### src/design/encoder_period_tachometer_unit_macros.svh
// Assertion macros shared by the tachometer modules.
`ifndef ENCODER_PERIOD_TACHOMETER_UNIT_MACROS_SVH
`define ENCODER_PERIOD_TACHOMETER_UNIT_MACROS_SVH

// Same-cycle implication, checked at every rising edge outside reset.
`define EPT_ASSERT_IMPLY(label, clk, rstn, ante, cons) \
    label: assert property (@(posedge clk) disable iff (!(rstn)) (ante) |-> (cons)) \
        else $error("tachometer assertion failed");

// Next-cycle implication, checked at every rising edge outside reset.
`define EPT_ASSERT_NEXT(label, clk, rstn, ante, cons) \
    label: assert property (@(posedge clk) disable iff (!(rstn)) (ante) |=> (cons)) \
        else $error("tachometer assertion failed");

`endif

### src/design/ept_pkg.sv
`timescale 1ns / 1ps

package ept_pkg;

    // Operation codes of an input word.
    localparam logic [1:0] OP_TICK    = 2'd0;
    localparam logic [1:0] OP_CAPTURE = 2'd1;
    localparam logic [1:0] OP_FETCH   = 2'd2;

    // Field and state widths.
    localparam int CAP_W    = 16;
    localparam int PERIOD_W = 21;
    localparam int SUM_W    = 24;
    localparam int ACC_W    = 22;
    localparam int CNT32_W  = 32;
    localparam int LIMIT_W  = 20;

    // Timer span and the constants derived from it.
    localparam int TIMER_SPAN = 65536;
    localparam logic [CAP_W:0] SPAN_EXT = (CAP_W + 1)'(TIMER_SPAN);
    localparam logic [CAP_W-1:0] CAP_MAX = CAP_W'(TIMER_SPAN - 1);
    localparam logic signed [ACC_W-1:0] SPAN_ACC = ACC_W'(TIMER_SPAN);

    localparam logic [SUM_W-1:0] SUM_MAX = 24'hFFFFFF;
    localparam logic [LIMIT_W-1:0] LIMIT_RESET = 20'd1000000;

    // Queue between front and back.
    localparam int QUEUE_DEPTH = 4;
    localparam int QPTR_W = $clog2(QUEUE_DEPTH);
    localparam int QCNT_W = $clog2(QUEUE_DEPTH + 1);

    // Configuration port.
    localparam int PADDR_W = 3;
    localparam logic REG_SAT_LIMIT = 1'b0;

    // Class of a word after decoding.
    typedef enum logic [1:0] {
        KIND_TICK  = 2'd0,
        KIND_EDGE  = 2'd1,
        KIND_FETCH = 2'd2
    } ept_kind_t;

    // Command word passed from the front to the back.
    typedef struct packed {
        ept_kind_t        kind;
        logic             ch;
        logic [CAP_W-1:0] cap;
        logic             dist_mode;
        logic             fwd;
    } ept_cmd_t;

endpackage

### src/design/ept_front.sv
`timescale 1ns / 1ps

module ept_front import ept_pkg::*; (
    input  logic             aclk,
    input  logic             aresetn,
    input  logic             s_valid,
    output logic             s_ready,
    input  logic [1:0]       s_op,
    input  logic             s_channel,
    input  logic [CAP_W-1:0] s_capture_time,
    input  logic             s_distance_mode,
    input  logic             s_forward,
    output logic             push_valid,
    output ept_cmd_t         push_cmd,
    input  logic             push_ready
);

    logic     f_valid_reg;
    ept_cmd_t f_cmd_reg;
    ept_cmd_t cmd_next;
    logic     keep;

    // Decode the operation; the unused code is dropped here.
    always_comb begin
        cmd_next.ch        = s_channel;
        cmd_next.dist_mode = s_distance_mode;
        cmd_next.fwd       = s_forward;
        // Capture times beyond the timer span clamp to its top value.
        cmd_next.cap = ({1'b0, s_capture_time} >= SPAN_EXT) ? CAP_MAX : s_capture_time;
        keep          = 1'b1;
        cmd_next.kind = KIND_TICK;
        unique case (s_op)
            OP_TICK:    cmd_next.kind = KIND_TICK;
            OP_CAPTURE: cmd_next.kind = KIND_EDGE;
            OP_FETCH:   cmd_next.kind = KIND_FETCH;
            default:    keep = 1'b0;
        endcase
    end

    // The holding register frees whenever its word moves into the queue.
    assign s_ready    = !f_valid_reg || push_ready;
    assign push_valid = f_valid_reg;
    assign push_cmd   = f_cmd_reg;

    always_ff @(posedge aclk) begin
        if (!aresetn) begin
            f_valid_reg <= 1'b0;
        end else if (s_ready) begin
            f_valid_reg <= s_valid && keep;
        end
    end

    always_ff @(posedge aclk) begin
        if (s_valid && s_ready) begin
            f_cmd_reg <= cmd_next;
        end
    end

endmodule

### src/design/ept_queue.sv
`timescale 1ns / 1ps
`include "encoder_period_tachometer_unit_macros.svh"

module ept_queue import ept_pkg::*; (
    input  logic     aclk,
    input  logic     aresetn,
    input  logic     push_valid,
    input  ept_cmd_t push_cmd,
    output logic     push_ready,
    output logic     pop_valid,
    output ept_cmd_t pop_cmd,
    input  logic     pop_ready
);

    ept_cmd_t          mem_reg [QUEUE_DEPTH];
    logic [QPTR_W-1:0] wr_ptr_reg;
    logic [QPTR_W-1:0] rd_ptr_reg;
    logic [QCNT_W-1:0] count_reg;
    logic              push;
    logic              pop;

    assign push_ready = (count_reg != QCNT_W'(QUEUE_DEPTH));
    assign pop_valid  = (count_reg != '0);
    assign pop_cmd    = mem_reg[rd_ptr_reg];
    assign push       = push_valid && push_ready;
    assign pop        = pop_valid && pop_ready;

    // Pointers and fill level.
    always_ff @(posedge aclk) begin
        if (!aresetn) begin
            wr_ptr_reg <= '0;
            rd_ptr_reg <= '0;
            count_reg  <= '0;
        end else begin
            if (push) begin
                wr_ptr_reg <= wr_ptr_reg + QPTR_W'(1);
            end
            if (pop) begin
                rd_ptr_reg <= rd_ptr_reg + QPTR_W'(1);
            end
            if (push && !pop) begin
                count_reg <= count_reg + QCNT_W'(1);
            end else if (pop && !push) begin
                count_reg <= count_reg - QCNT_W'(1);
            end
        end
    end

    // Storage of queued words.
    always_ff @(posedge aclk) begin
        if (push) begin
            mem_reg[wr_ptr_reg] <= push_cmd;
        end
    end

    `EPT_ASSERT_IMPLY(a_count_bound, aclk, aresetn, 1'b1, count_reg <= QCNT_W'(QUEUE_DEPTH))
    `EPT_ASSERT_NEXT(a_count_up, aclk, aresetn, push && !pop, count_reg == $past(count_reg) + QCNT_W'(1))

endmodule

### src/design/ept_back.sv
`timescale 1ns / 1ps
`include "encoder_period_tachometer_unit_macros.svh"

module ept_back import ept_pkg::*; #(
    parameter int AVG_COUNT = 6
) (
    input  logic                       aclk,
    input  logic                       aresetn,
    input  logic [LIMIT_W-1:0]         limit,
    input  logic                       pop_valid,
    input  ept_cmd_t                   pop_cmd,
    output logic                       pop_ready,
    output logic                       m_valid,
    input  logic                       m_ready,
    output logic                       m_out_channel,
    output logic [PERIOD_W-1:0]        m_period,
    output logic [PERIOD_W-1:0]        m_average_period,
    output logic                       m_average_updated,
    output logic [CNT32_W-1:0]         m_distance_count,
    output logic signed [CNT32_W-1:0]  m_turn_count,
    output logic signed [CNT32_W-1:0]  m_other_turn_count
);

    // Division by the group size as a multiply by a rounded-up reciprocal.
    localparam int CNT_W     = $clog2(AVG_COUNT + 1);
    localparam int DIV_L     = $clog2(AVG_COUNT);
    localparam int DIV_SHIFT = SUM_W + DIV_L;
    localparam int MUL_W     = SUM_W + 1;
    localparam int PROD_W    = SUM_W + MUL_W;
    localparam logic [63:0] MUL_FULL = ((64'd1 << DIV_SHIFT) / 64'(AVG_COUNT)) + 64'd1;
    localparam logic [MUL_W-1:0] DIV_MUL = MUL_FULL[MUL_W-1:0];

    // Per-wheel state.
    logic signed [ACC_W-1:0] accum_reg [2];
    logic [SUM_W-1:0]        sum_reg   [2];
    logic [CNT_W-1:0]        cnt_reg   [2];
    logic [PERIOD_W-1:0]     avg_reg   [2];
    logic [CNT32_W-1:0]      dist_reg  [2];
    logic [CNT32_W-1:0]      turn_reg  [2];

    // Execute stage register.
    logic                s1_valid_reg;
    logic                s1_ch_reg;
    logic                s1_fetch_reg;
    logic [PERIOD_W-1:0] s1_period_reg;
    logic                s1_done_reg;
    logic [SUM_W-1:0]    s1_sum_reg;
    logic [CNT32_W-1:0]  s1_dist_reg;
    logic [CNT32_W-1:0]  s1_turn_reg;
    logic [CNT32_W-1:0]  s1_other_reg;

    // Output register.
    logic                m_valid_reg;
    logic                m_ch_reg;
    logic [PERIOD_W-1:0] m_period_reg;
    logic [PERIOD_W-1:0] m_avg_reg;
    logic                m_upd_reg;
    logic [CNT32_W-1:0]  m_dist_reg;
    logic [CNT32_W-1:0]  m_turn_reg;
    logic [CNT32_W-1:0]  m_other_reg;

    logic                    out_free;
    logic                    s1_adv;
    logic                    s1_free;
    logic                    pop;
    logic                    ch;
    logic signed [ACC_W-1:0] cap_s;
    logic signed [ACC_W-1:0] limit_s;
    logic signed [ACC_W-1:0] p_sum;
    logic [PERIOD_W-1:0]     period;
    logic [SUM_W:0]          sum_wide;
    logic [SUM_W-1:0]        sum_sat;
    logic [CNT_W-1:0]        cnt_inc;
    logic                    done;
    logic [CNT32_W-1:0]      dist_inc;
    logic [CNT32_W-1:0]      turn_step;
    logic signed [ACC_W-1:0] tick_acc  [2];
    logic signed [ACC_W-1:0] tick_next [2];
    logic [PROD_W-1:0]       prod;
    logic [PERIOD_W-1:0]     avg_new;
    logic [PERIOD_W-1:0]     avg_out;

    // Stage handshakes: each stage moves when the one after it can take a word.
    assign out_free  = !m_valid_reg || m_ready;
    assign s1_adv    = s1_valid_reg && out_free;
    assign s1_free   = !s1_valid_reg || out_free;
    assign pop_ready = s1_free;
    assign pop       = pop_valid && s1_free;

    // Period, sum, group count, distance and turn arithmetic for the addressed wheel; overflow ticks for both.
    always_comb begin
        ch        = pop_cmd.ch;
        cap_s     = $signed({{(ACC_W - CAP_W){1'b0}}, pop_cmd.cap});
        limit_s   = $signed({{(ACC_W - LIMIT_W){1'b0}}, limit});
        p_sum     = accum_reg[ch] + cap_s;
        period    = p_sum[ACC_W-1] ? '0 : p_sum[PERIOD_W-1:0];
        sum_wide  = {1'b0, sum_reg[ch]} + {{(SUM_W + 1 - PERIOD_W){1'b0}}, period};
        sum_sat   = (sum_wide > {1'b0, SUM_MAX}) ? SUM_MAX : sum_wide[SUM_W-1:0];
        cnt_inc   = cnt_reg[ch] + CNT_W'(1);
        done      = (cnt_inc >= CNT_W'(AVG_COUNT));
        dist_inc  = dist_reg[ch] + CNT32_W'(1);
        turn_step = pop_cmd.fwd ? (turn_reg[ch] + CNT32_W'(1)) : (turn_reg[ch] - CNT32_W'(1));
        for (int i = 0; i < 2; i++) begin
            tick_acc[i]  = accum_reg[i] + SPAN_ACC;
            tick_next[i] = (tick_acc[i] >= limit_s) ? limit_s : tick_acc[i];
        end
    end

    // State update as each word leaves the queue.
    always_ff @(posedge aclk) begin
        if (!aresetn) begin
            for (int i = 0; i < 2; i++) begin
                accum_reg[i] <= '0;
                sum_reg[i]   <= '0;
                cnt_reg[i]   <= '0;
                dist_reg[i]  <= '0;
                turn_reg[i]  <= '0;
            end
        end else if (pop) begin
            unique case (pop_cmd.kind)
                KIND_TICK: begin
                    for (int i = 0; i < 2; i++) begin
                        accum_reg[i] <= tick_next[i];
                    end
                end
                KIND_EDGE: begin
                    accum_reg[ch] <= -cap_s;
                    sum_reg[ch]   <= done ? '0 : sum_sat;
                    cnt_reg[ch]   <= done ? '0 : cnt_inc;
                    if (pop_cmd.dist_mode) begin
                        dist_reg[ch] <= dist_inc;
                    end else begin
                        turn_reg[ch] <= turn_step;
                    end
                end
                KIND_FETCH: begin
                    turn_reg[0] <= '0;
                    turn_reg[1] <= '0;
                end
                default: ;
            endcase
        end
    end

    // Execute stage valid; ticks leave no result.
    always_ff @(posedge aclk) begin
        if (!aresetn) begin
            s1_valid_reg <= 1'b0;
        end else if (s1_free) begin
            s1_valid_reg <= pop && (pop_cmd.kind == KIND_EDGE || pop_cmd.kind == KIND_FETCH);
        end
    end

    // Execute stage payload.
    always_ff @(posedge aclk) begin
        if (pop) begin
            if (pop_cmd.kind == KIND_FETCH) begin
                s1_ch_reg     <= 1'b0;
                s1_fetch_reg  <= 1'b1;
                s1_period_reg <= '0;
                s1_done_reg   <= 1'b0;
                s1_sum_reg    <= '0;
                s1_dist_reg   <= '0;
                s1_turn_reg   <= turn_reg[0];
                s1_other_reg  <= turn_reg[1];
            end else begin
                s1_ch_reg     <= ch;
                s1_fetch_reg  <= 1'b0;
                s1_period_reg <= period;
                s1_done_reg   <= done;
                s1_sum_reg    <= sum_sat;
                s1_dist_reg   <= pop_cmd.dist_mode ? dist_inc : dist_reg[ch];
                s1_turn_reg   <= pop_cmd.dist_mode ? turn_reg[ch] : turn_step;
                s1_other_reg  <= '0;
            end
        end
    end

    // Average of a completed group, taken straight into the output register.
    assign prod    = PROD_W'(s1_sum_reg) * PROD_W'(DIV_MUL);
    assign avg_new = prod[DIV_SHIFT +: PERIOD_W];
    assign avg_out = s1_fetch_reg ? '0 : (s1_done_reg ? avg_new : avg_reg[s1_ch_reg]);

    // Latest average per wheel, written in the order words reach the output.
    always_ff @(posedge aclk) begin
        if (!aresetn) begin
            avg_reg[0] <= '0;
            avg_reg[1] <= '0;
        end else if (s1_adv && s1_done_reg) begin
            avg_reg[s1_ch_reg] <= avg_new;
        end
    end

    // Output valid.
    always_ff @(posedge aclk) begin
        if (!aresetn) begin
            m_valid_reg <= 1'b0;
        end else if (out_free) begin
            m_valid_reg <= s1_valid_reg;
        end
    end

    // Output payload.
    always_ff @(posedge aclk) begin
        if (s1_adv) begin
            m_ch_reg     <= s1_ch_reg;
            m_period_reg <= s1_period_reg;
            m_avg_reg    <= avg_out;
            m_upd_reg    <= s1_done_reg;
            m_dist_reg   <= s1_dist_reg;
            m_turn_reg   <= s1_turn_reg;
            m_other_reg  <= s1_other_reg;
        end
    end

    assign m_valid            = m_valid_reg;
    assign m_out_channel      = m_ch_reg;
    assign m_period           = m_period_reg;
    assign m_average_period   = m_avg_reg;
    assign m_average_updated  = m_upd_reg;
    assign m_distance_count   = m_dist_reg;
    assign m_turn_count       = $signed(m_turn_reg);
    assign m_other_turn_count = $signed(m_other_reg);

    `EPT_ASSERT_IMPLY(a_cnt_bound, aclk, aresetn, 1'b1, (cnt_reg[0] < CNT_W'(AVG_COUNT)) && (cnt_reg[1] < CNT_W'(AVG_COUNT)))
    `EPT_ASSERT_NEXT(a_avg_flag, aclk, aresetn, s1_adv && s1_done_reg, m_valid_reg && m_upd_reg)

endmodule

### src/design/encoder_period_tachometer_unit.sv
// Two-wheel encoder tachometer: period capture, averaging over AVG_COUNT periods and edge counting.
// A result word passes the front holding register, the command queue, the execute stage and the output register.
// Throughput: one word per cycle while m_ready does not hold back the output register.
// Reset (synchronous, active low) clears all wheel state and sets the limit to 1000000.
// No clearing pass follows reset; the block accepts words at once.
`timescale 1ns / 1ps

module encoder_period_tachometer_unit import ept_pkg::*; #(
    parameter int AVG_COUNT = 6
) (
    input  logic                       aclk,
    input  logic                       aresetn,
    input  logic                       psel,
    input  logic                       penable,
    input  logic                       pwrite,
    input  logic [PADDR_W-1:0]         paddr,
    input  logic [31:0]                pwdata,
    output logic [31:0]                prdata,
    output logic                       pready,
    input  logic                       s_valid,
    output logic                       s_ready,
    input  logic [1:0]                 s_op,
    input  logic                       s_channel,
    input  logic [CAP_W-1:0]           s_capture_time,
    input  logic                       s_distance_mode,
    input  logic                       s_forward,
    output logic                       m_valid,
    input  logic                       m_ready,
    output logic                       m_out_channel,
    output logic [PERIOD_W-1:0]        m_period,
    output logic [PERIOD_W-1:0]        m_average_period,
    output logic                       m_average_updated,
    output logic [CNT32_W-1:0]         m_distance_count,
    output logic signed [CNT32_W-1:0]  m_turn_count,
    output logic signed [CNT32_W-1:0]  m_other_turn_count
);

    logic [LIMIT_W-1:0] limit_reg;
    ept_cmd_t           push_cmd;
    logic               push_valid;
    logic               push_ready;
    ept_cmd_t           pop_cmd;
    logic               pop_valid;
    logic               pop_ready;

    // Configuration register: accumulator ceiling.
    assign pready = 1'b1;
    assign prdata = (paddr[PADDR_W-1] == REG_SAT_LIMIT) ? {{(32 - LIMIT_W){1'b0}}, limit_reg} : '0;

    always_ff @(posedge aclk) begin
        if (!aresetn) begin
            limit_reg <= LIMIT_RESET;
        end else if (psel && penable && pwrite && pready
                     && paddr[PADDR_W-1] == REG_SAT_LIMIT) begin
            limit_reg <= pwdata[LIMIT_W-1:0];
        end
    end

    // Decode and hold incoming words.
    ept_front u_front (
        .aclk            (aclk),
        .aresetn         (aresetn),
        .s_valid         (s_valid),
        .s_ready         (s_ready),
        .s_op            (s_op),
        .s_channel       (s_channel),
        .s_capture_time  (s_capture_time),
        .s_distance_mode (s_distance_mode),
        .s_forward       (s_forward),
        .push_valid      (push_valid),
        .push_cmd        (push_cmd),
        .push_ready      (push_ready)
    );

    // Command queue between the two halves.
    ept_queue u_queue (
        .aclk       (aclk),
        .aresetn    (aresetn),
        .push_valid (push_valid),
        .push_cmd   (push_cmd),
        .push_ready (push_ready),
        .pop_valid  (pop_valid),
        .pop_cmd    (pop_cmd),
        .pop_ready  (pop_ready)
    );

    // Per-wheel state, averaging and result output.
    ept_back #(
        .AVG_COUNT (AVG_COUNT)
    ) u_back (
        .aclk               (aclk),
        .aresetn            (aresetn),
        .limit              (limit_reg),
        .pop_valid          (pop_valid),
        .pop_cmd            (pop_cmd),
        .pop_ready          (pop_ready),
        .m_valid            (m_valid),
        .m_ready            (m_ready),
        .m_out_channel      (m_out_channel),
        .m_period           (m_period),
        .m_average_period   (m_average_period),
        .m_average_updated  (m_average_updated),
        .m_distance_count   (m_distance_count),
        .m_turn_count       (m_turn_count),
        .m_other_turn_count (m_other_turn_count)
    );

endmodule

### config.mk
export PLATFORM = sky130hd
export DESIGN_NAME = encoder_period_tachometer_unit
export DESIGN_NICKNAME = d
export VERILOG_FILES = /design/src/design/ept_pkg.sv /design/src/design/ept_front.sv /design/src/design/ept_queue.sv /design/src/design/ept_back.sv /design/src/design/encoder_period_tachometer_unit.sv
export VERILOG_INCLUDE_DIRS = /design/src /design/src/design
export SDC_FILE = /design/constraint.sdc
export NUM_CORES = 2
export LEC_CHECK = 0
export ABC_AREA = 1
export ABC_CLOCK_PERIOD_IN_PS = 12600
export BUFFER_PORTS_ARGS = -buffer_cell sky130_fd_sc_hd__buf_2
export CAP_MARGIN = 10
export CORE_ASPECT_RATIO = 1.4
export CORE_UTILIZATION = 45
export CTS_BUF_LIST = sky130_fd_sc_hd__clkbuf_4 sky130_fd_sc_hd__clkbuf_8
export DETAILED_ROUTE_END_ITERATION = 10
export PLACE_DENSITY = 0.58
export SLEW_MARGIN = 10
export SYNTH_ARGS = -nofsm -noshare
export SYNTH_HDL_FRONTEND = slang
export SYNTH_SLANG_ARGS = --single-unit
### constraint.sdc
create_clock -name aclk -period 12.6 [get_ports aclk]
set_input_delay 0.63 -clock aclk [delete_from_list [all_inputs] [get_ports aclk]]
set_output_delay 0.63 -clock aclk [all_outputs]
set_load 0.02 [all_outputs]
# ---- Word-level counts from Yosys, hierarchy flattened
# Memories as Yosys holds them, arrays and structs flattened. A register that Yosys moved wholly into a read port is not among the register bits.
# Cells that the tools add are included.
dict set report word_totals {
  register_bits 303
  mem_bits_rw 352
  out_inout_bits 175
  elab_cells 164
  n_memories 7
}
dict set report classes {
  addsub 13
  multipliers 1
  n_lt_le_gt_ge 4
  n_eq_ne 5
  mux 70
  n_bitwise 5
  n_reduce_logical 33
}
# memory words width read_ports rd_clocked_by_memory_dff wr line
set memory_table {}
lappend memory_table {u_queue.mem_reg 4 21 1 1 1 ept_queue.sv:15} ;# ept_cmd_t mem_reg [QUEUE_DEPTH];
lappend memory_table {u_back.dist_reg 2 32 1 0 2 ept_back.sv:38} ;# logic [CNT32_W-1:0] dist_reg [2];
lappend memory_table {u_back.turn_reg 2 32 3 1 2 ept_back.sv:39} ;# logic [CNT32_W-1:0] turn_reg [2];
lappend memory_table {u_back.sum_reg 2 24 1 0 2 ept_back.sv:35} ;# logic [SUM_W-1:0] sum_reg [2];
lappend memory_table {u_back.accum_reg 2 22 3 0 2 ept_back.sv:34} ;# logic signed [ACC_W-1:0] accum_reg [2];
lappend memory_table {u_back.avg_reg 2 21 1 1 2 ept_back.sv:37} ;# logic [PERIOD_W-1:0] avg_reg [2];
lappend memory_table {{+1 memories} n/a n/a n/a n/a n/a n/a}
# operator n
set ops {}
lappend ops {{$mux W32} 8}
lappend ops {{$mux W22} 5}
lappend ops {{$mux W24} 3}
lappend ops {{$add A32 B1 Y32 const B} 2}
lappend ops {{$reduce_or A32 Y1} 2}
lappend ops {{$mux W21} 3}
lappend ops {{$mul A24 B24 Y47 const B} 1}
lappend ops {{$add A22 B18 Y22 const B} 2}
lappend ops {{$ge A22 B21 Y1} 2}
lappend ops {{$mux W1} 43}
lappend ops {{$sub A32 B1 Y32 const B} 1}
lappend ops {{$add A24 B21 Y25} 1}
lappend ops {{$gt A25 B24 Y1 const B} 1}
lappend ops {{$reduce_or A24 Y1} 1}
lappend ops {{$add A22 B17 Y22} 1}
lappend ops {{$neg A16 Y22} 1}
lappend ops {{$reduce_or A22 Y1} 1}
lappend ops {{$reduce_or A21 Y1} 1}
lappend ops {{$mux W20} 1}
lappend ops {{$logic_and A1 B1 Y1} 12}
lappend ops {{$mux W3} 4}
lappend ops {{$add A3 B1 Y3 const B} 2}
lappend ops {{$logic_not A1 Y1} 6}
lappend ops {{$reduce_or A3 Y1} 2}
lappend ops {{14 further kinds} 25}

# ---- Logic depth before layout (Yosys ltp)
dict set report logic_depth {
  ltp_word 9
  depth_mapped 43
}

# ---- By module
# A second synthesis with hierarchy kept.
dict set report unflattened {
  cells_unflattened 4960
  hier_area_um2 46159.3
}
# module n_inst cells_each area_each_um2 seq_area_each_um2
set by_module_without_submodules {}
lappend by_module_without_submodules {ept_back 1 4478 40706.5 16636.0}
lappend by_module_without_submodules {ept_queue 1 272 3671.0 2702.6}
lappend by_module_without_submodules {encoder_period_tachometer_unit 1 177 1078.5 400.4}
lappend by_module_without_submodules {ept_front 1 33 703.2 650.6}

# ---- Worst setup path after synthesis
# Ideal clock, no wire load.
dict set report synth_timing {
  path_kind {input port to flip-flop}
  from {input port m_ready}
  to {memory u_back.avg_reg[0][0], enable pin}
  setup_ns 0.378
  arrival_ns 9.411
  setup_slack_ns 2.811
  cell_stages 5
  n_path_buf 1
  path_cell_list {inv_1 -> a21oi_1 -> nand4_1 -> clkbuf_1 -> nand2_1}
}
# element line
set synth_rtl {}
lappend synth_rtl {{start: declaration} encoder_period_tachometer_unit.sv:28} ;# input logic m_ready,
lappend synth_rtl {{end: declaration} ept_back.sv:37}

==> impl_metrics.tcl <==
set metrics [dict create \
    crit_buf_inv 8 \
    worst_setup_path_start_kind "flip-flop" \
    cp-end-kind "flip-flop" \
    slowest_stage "buf_4" \
    seqCellArea_mm2 0.0204 \
    required_ns 13.06 \
    multiInputGateArea_mm2 0.0213 \
    grt_start_max_net_pins 91 \
    status "finished clean" \
    fin_skew_ns 0.0548 \
    remaining_drc_errors 0 \
    post-place-ws_ns 5.04 \
    crit_path_max_fanout 66 \
    wl_per_cell_um 18.0 \
    post_cts_buffers 0 \
    globalplace.congestion 0.950 \
    ys_ff_latch 690 \
    slew-limit-headroom_pct 20.4 \
    largest_reg_flops 84 \
    layout-drive-gt1-share_pct 9.97 \
    clock_sinks 690 \
    place_hpwl_um 87600 \
    initial_core_util_pct 45.5 \
    routed_wl_um 117000 \
    clockRootBuffer "clkbuf_8" \
    cts_buffers 105 \
    syn2layout_area_growth_pct 10.7 \
    via_per_inst 5.06 \
    die_y_um 378 \
    yosys.area.top_type_share_pct 43.4 \
    synth_ff_type "edfxtp_1" \
    layout_min_cycle_time_ns 7.53 \
    ctsResizeCount 0 \
    clock_latency_ns 0.78 \
    hold_class "input pin to flip-flop" \
    grt_pass1_vias 34032 \
    grt_pass1_wl_um 183000 \
    coreArea_mm2 0.0999 \
    ant_nets 0 \
    grt_use_total_pct 23.1 \
    hold_violations 0 \
    grt_setup_unrepaired "false" \
    die_x_um 271 \
    finalMaxSlewViolations 0 \
    synth_cell_types 54 \
    crit_arrival_ns 7.99 \
    port_buffers 210 \
    core.rowCount 137 \
    yosysWarnings 0 \
    clock.fmax_mhz 133 \
    setup_slack_ns 5.07 \
    crit_type "flip-flop to flip-flop" \
    synth_top_cell_by_area "edfxtp_1" \
    cts_tree "built" \
    drt_iter0_drc 1857 \
    clockBufferDepth 3 \
    crit_path_max_incr_delay_ns 0.74 \
    antenna_found_initial 3 \
    drtPass1Iterations 5 \
    post-route-period-util_pct 59.8 \
    ys_seq_area_share_pct 44.9 \
    vias 32790 \
    syn_area_mm2 0.0455 \
    tightest_slew_ns 1.19 \
    synthTopCellsByArea "edfxtp_1 (43%), ha_1 (10%), fa_1 (9.8%)" \
    fin_tns_setup_ns 0 \
    syn_area_per_cell_um2 9.42 \
    clkTransAtPathRegs_ns 0.06 \
    crit_top_cell "nand2_1" \
    placed_cell_area_mm2 0.0478 \
    syn_inst 4828 \
    cap_violations 0 \
    htreeDepth 3 \
    cp_top_family "buffers and inverters" \
    synth-edff-count 657 \
    grt-ovfl-total 0 \
    fin_nets 5725 \
    setup_viol 0 \
    postLayoutCellArea_mm2 0.0503 \
    async_flop_share_pct 0 \
    fillers 9399 \
    die_area_mm2 0.102 \
    ios 238 \
]
layer usage:
layer  up-vias  part of all wire (%)  track usage (%)  wire length (um)
met5         -                     0                0                 0
met1     15644                    40             26.1             46500
li1      16210                     -                -                 -
met2       712                    52             43.3             61000
met4         0                   4.1             9.82              4740
met3       224                   3.7             3.11              4370
logic make-up after synthesis:
kind of cell    after synthesis  synth area share (%)
compound gates              584                  7.06
xor+xnor                    108                  2.13
fa+ha+maj                   594                  20.0
buf+inv                     983                  8.52
flops                       690                  44.9
mux                          20                 0.495
other cells                   2                0.0165
simple gates               1847                  16.9
area by class of cell:
type                       count  share of cell area (%)
multi-input combinational   3166                    42.3
tap                         1320                    3.28
inverter                     845                    6.32
antenna                        2                 0.00994
clock buffer                 137                    3.47
timing repair buffer         260                    2.92
clock inverter                57                    1.16
sequential                   690                    40.5
cells in the mapped netlist, drive strengths merged, types with 22 or more instances:
| cell type | number |
|---|---|
| inv | 845 |
| fa | 223 |
| and2 | 22 |
| nand4 | 42 |
| nand2 | 1042 |
| clkbuf | 77 |
| nor3 | 51 |
| nor2 | 462 |
| o211ai | 32 |
| ha | 371 |
| o21ai | 256 |
| xor2 | 70 |
| buf | 61 |
| nand3 | 196 |
| edfxtp | 657 |
| a21oi | 217 |
| dfxtp | 33 |
| xnor2 | 38 |
metrics by stage:
stage / hold WS, ns / cells / util [%]
finish: 0.0887 / 6477 / 50.4
global route: 0.0412 / 6477 / 50.4
CTS: 0.0166 / 6475 / 50.4
detailed placement: 0.405 / 6263 / 47.8
global placement: 0.402 / 6263 / 47.8
floorplan: 0.400 / 4839 / -
cell usage in the layout, fill, tap and decap left out, types with 194 or more instances in the layout:
cell type,instances
a21oi_1,216
nand3_1,194
nor2_1,443
inv_1,832
ha_1,370
edfxtp_1,657
fa_1,223
o21ai_0,239
nand2_1,1032
buf_2,210
worst reg2reg max path: cells and delay by family (launching register included):
kind                     cells  cell delay, ns
XOR/XNOR                     1            0.14
AO/OA/AOI/OAI                3            0.54
flip-flops                   1            0.31
adder cells (fa/ha/maj)      2            0.65
buffers and inverters        8            3.23
AND/OR/NAND/NOR             18            2.37
final timing paths:
check | startpoint | to | slack [ns] | cells after the start
max | flip-flop | u_back.sum_reg[1][12]$_SDFFCE_PN0P_ | 5.07 | 32
min | pwdata[18] | limit_reg[18]$_SDFFE_PN1P_ | 0.09 | 3
max reg2reg | flip-flop | u_back.sum_reg[1][12]$_SDFFCE_PN0P_ | 5.07 | 32
min reg2reg | u_back.s1_turn_reg[20]$_DFFE_PP_ | u_back.m_turn_count[20]$_DFFE_PP_ | 0.41 | 0
repair_timing:
action,4_1_cts,5_1_grt
hold buffers,18,0
endpoints found under the hold margin,18,0
setup endpoints to repair,0,0
Power is left out: the tool's default activity adds up to more than one toggle a clock period on the data nets, which glitch-free logic cannot reach.
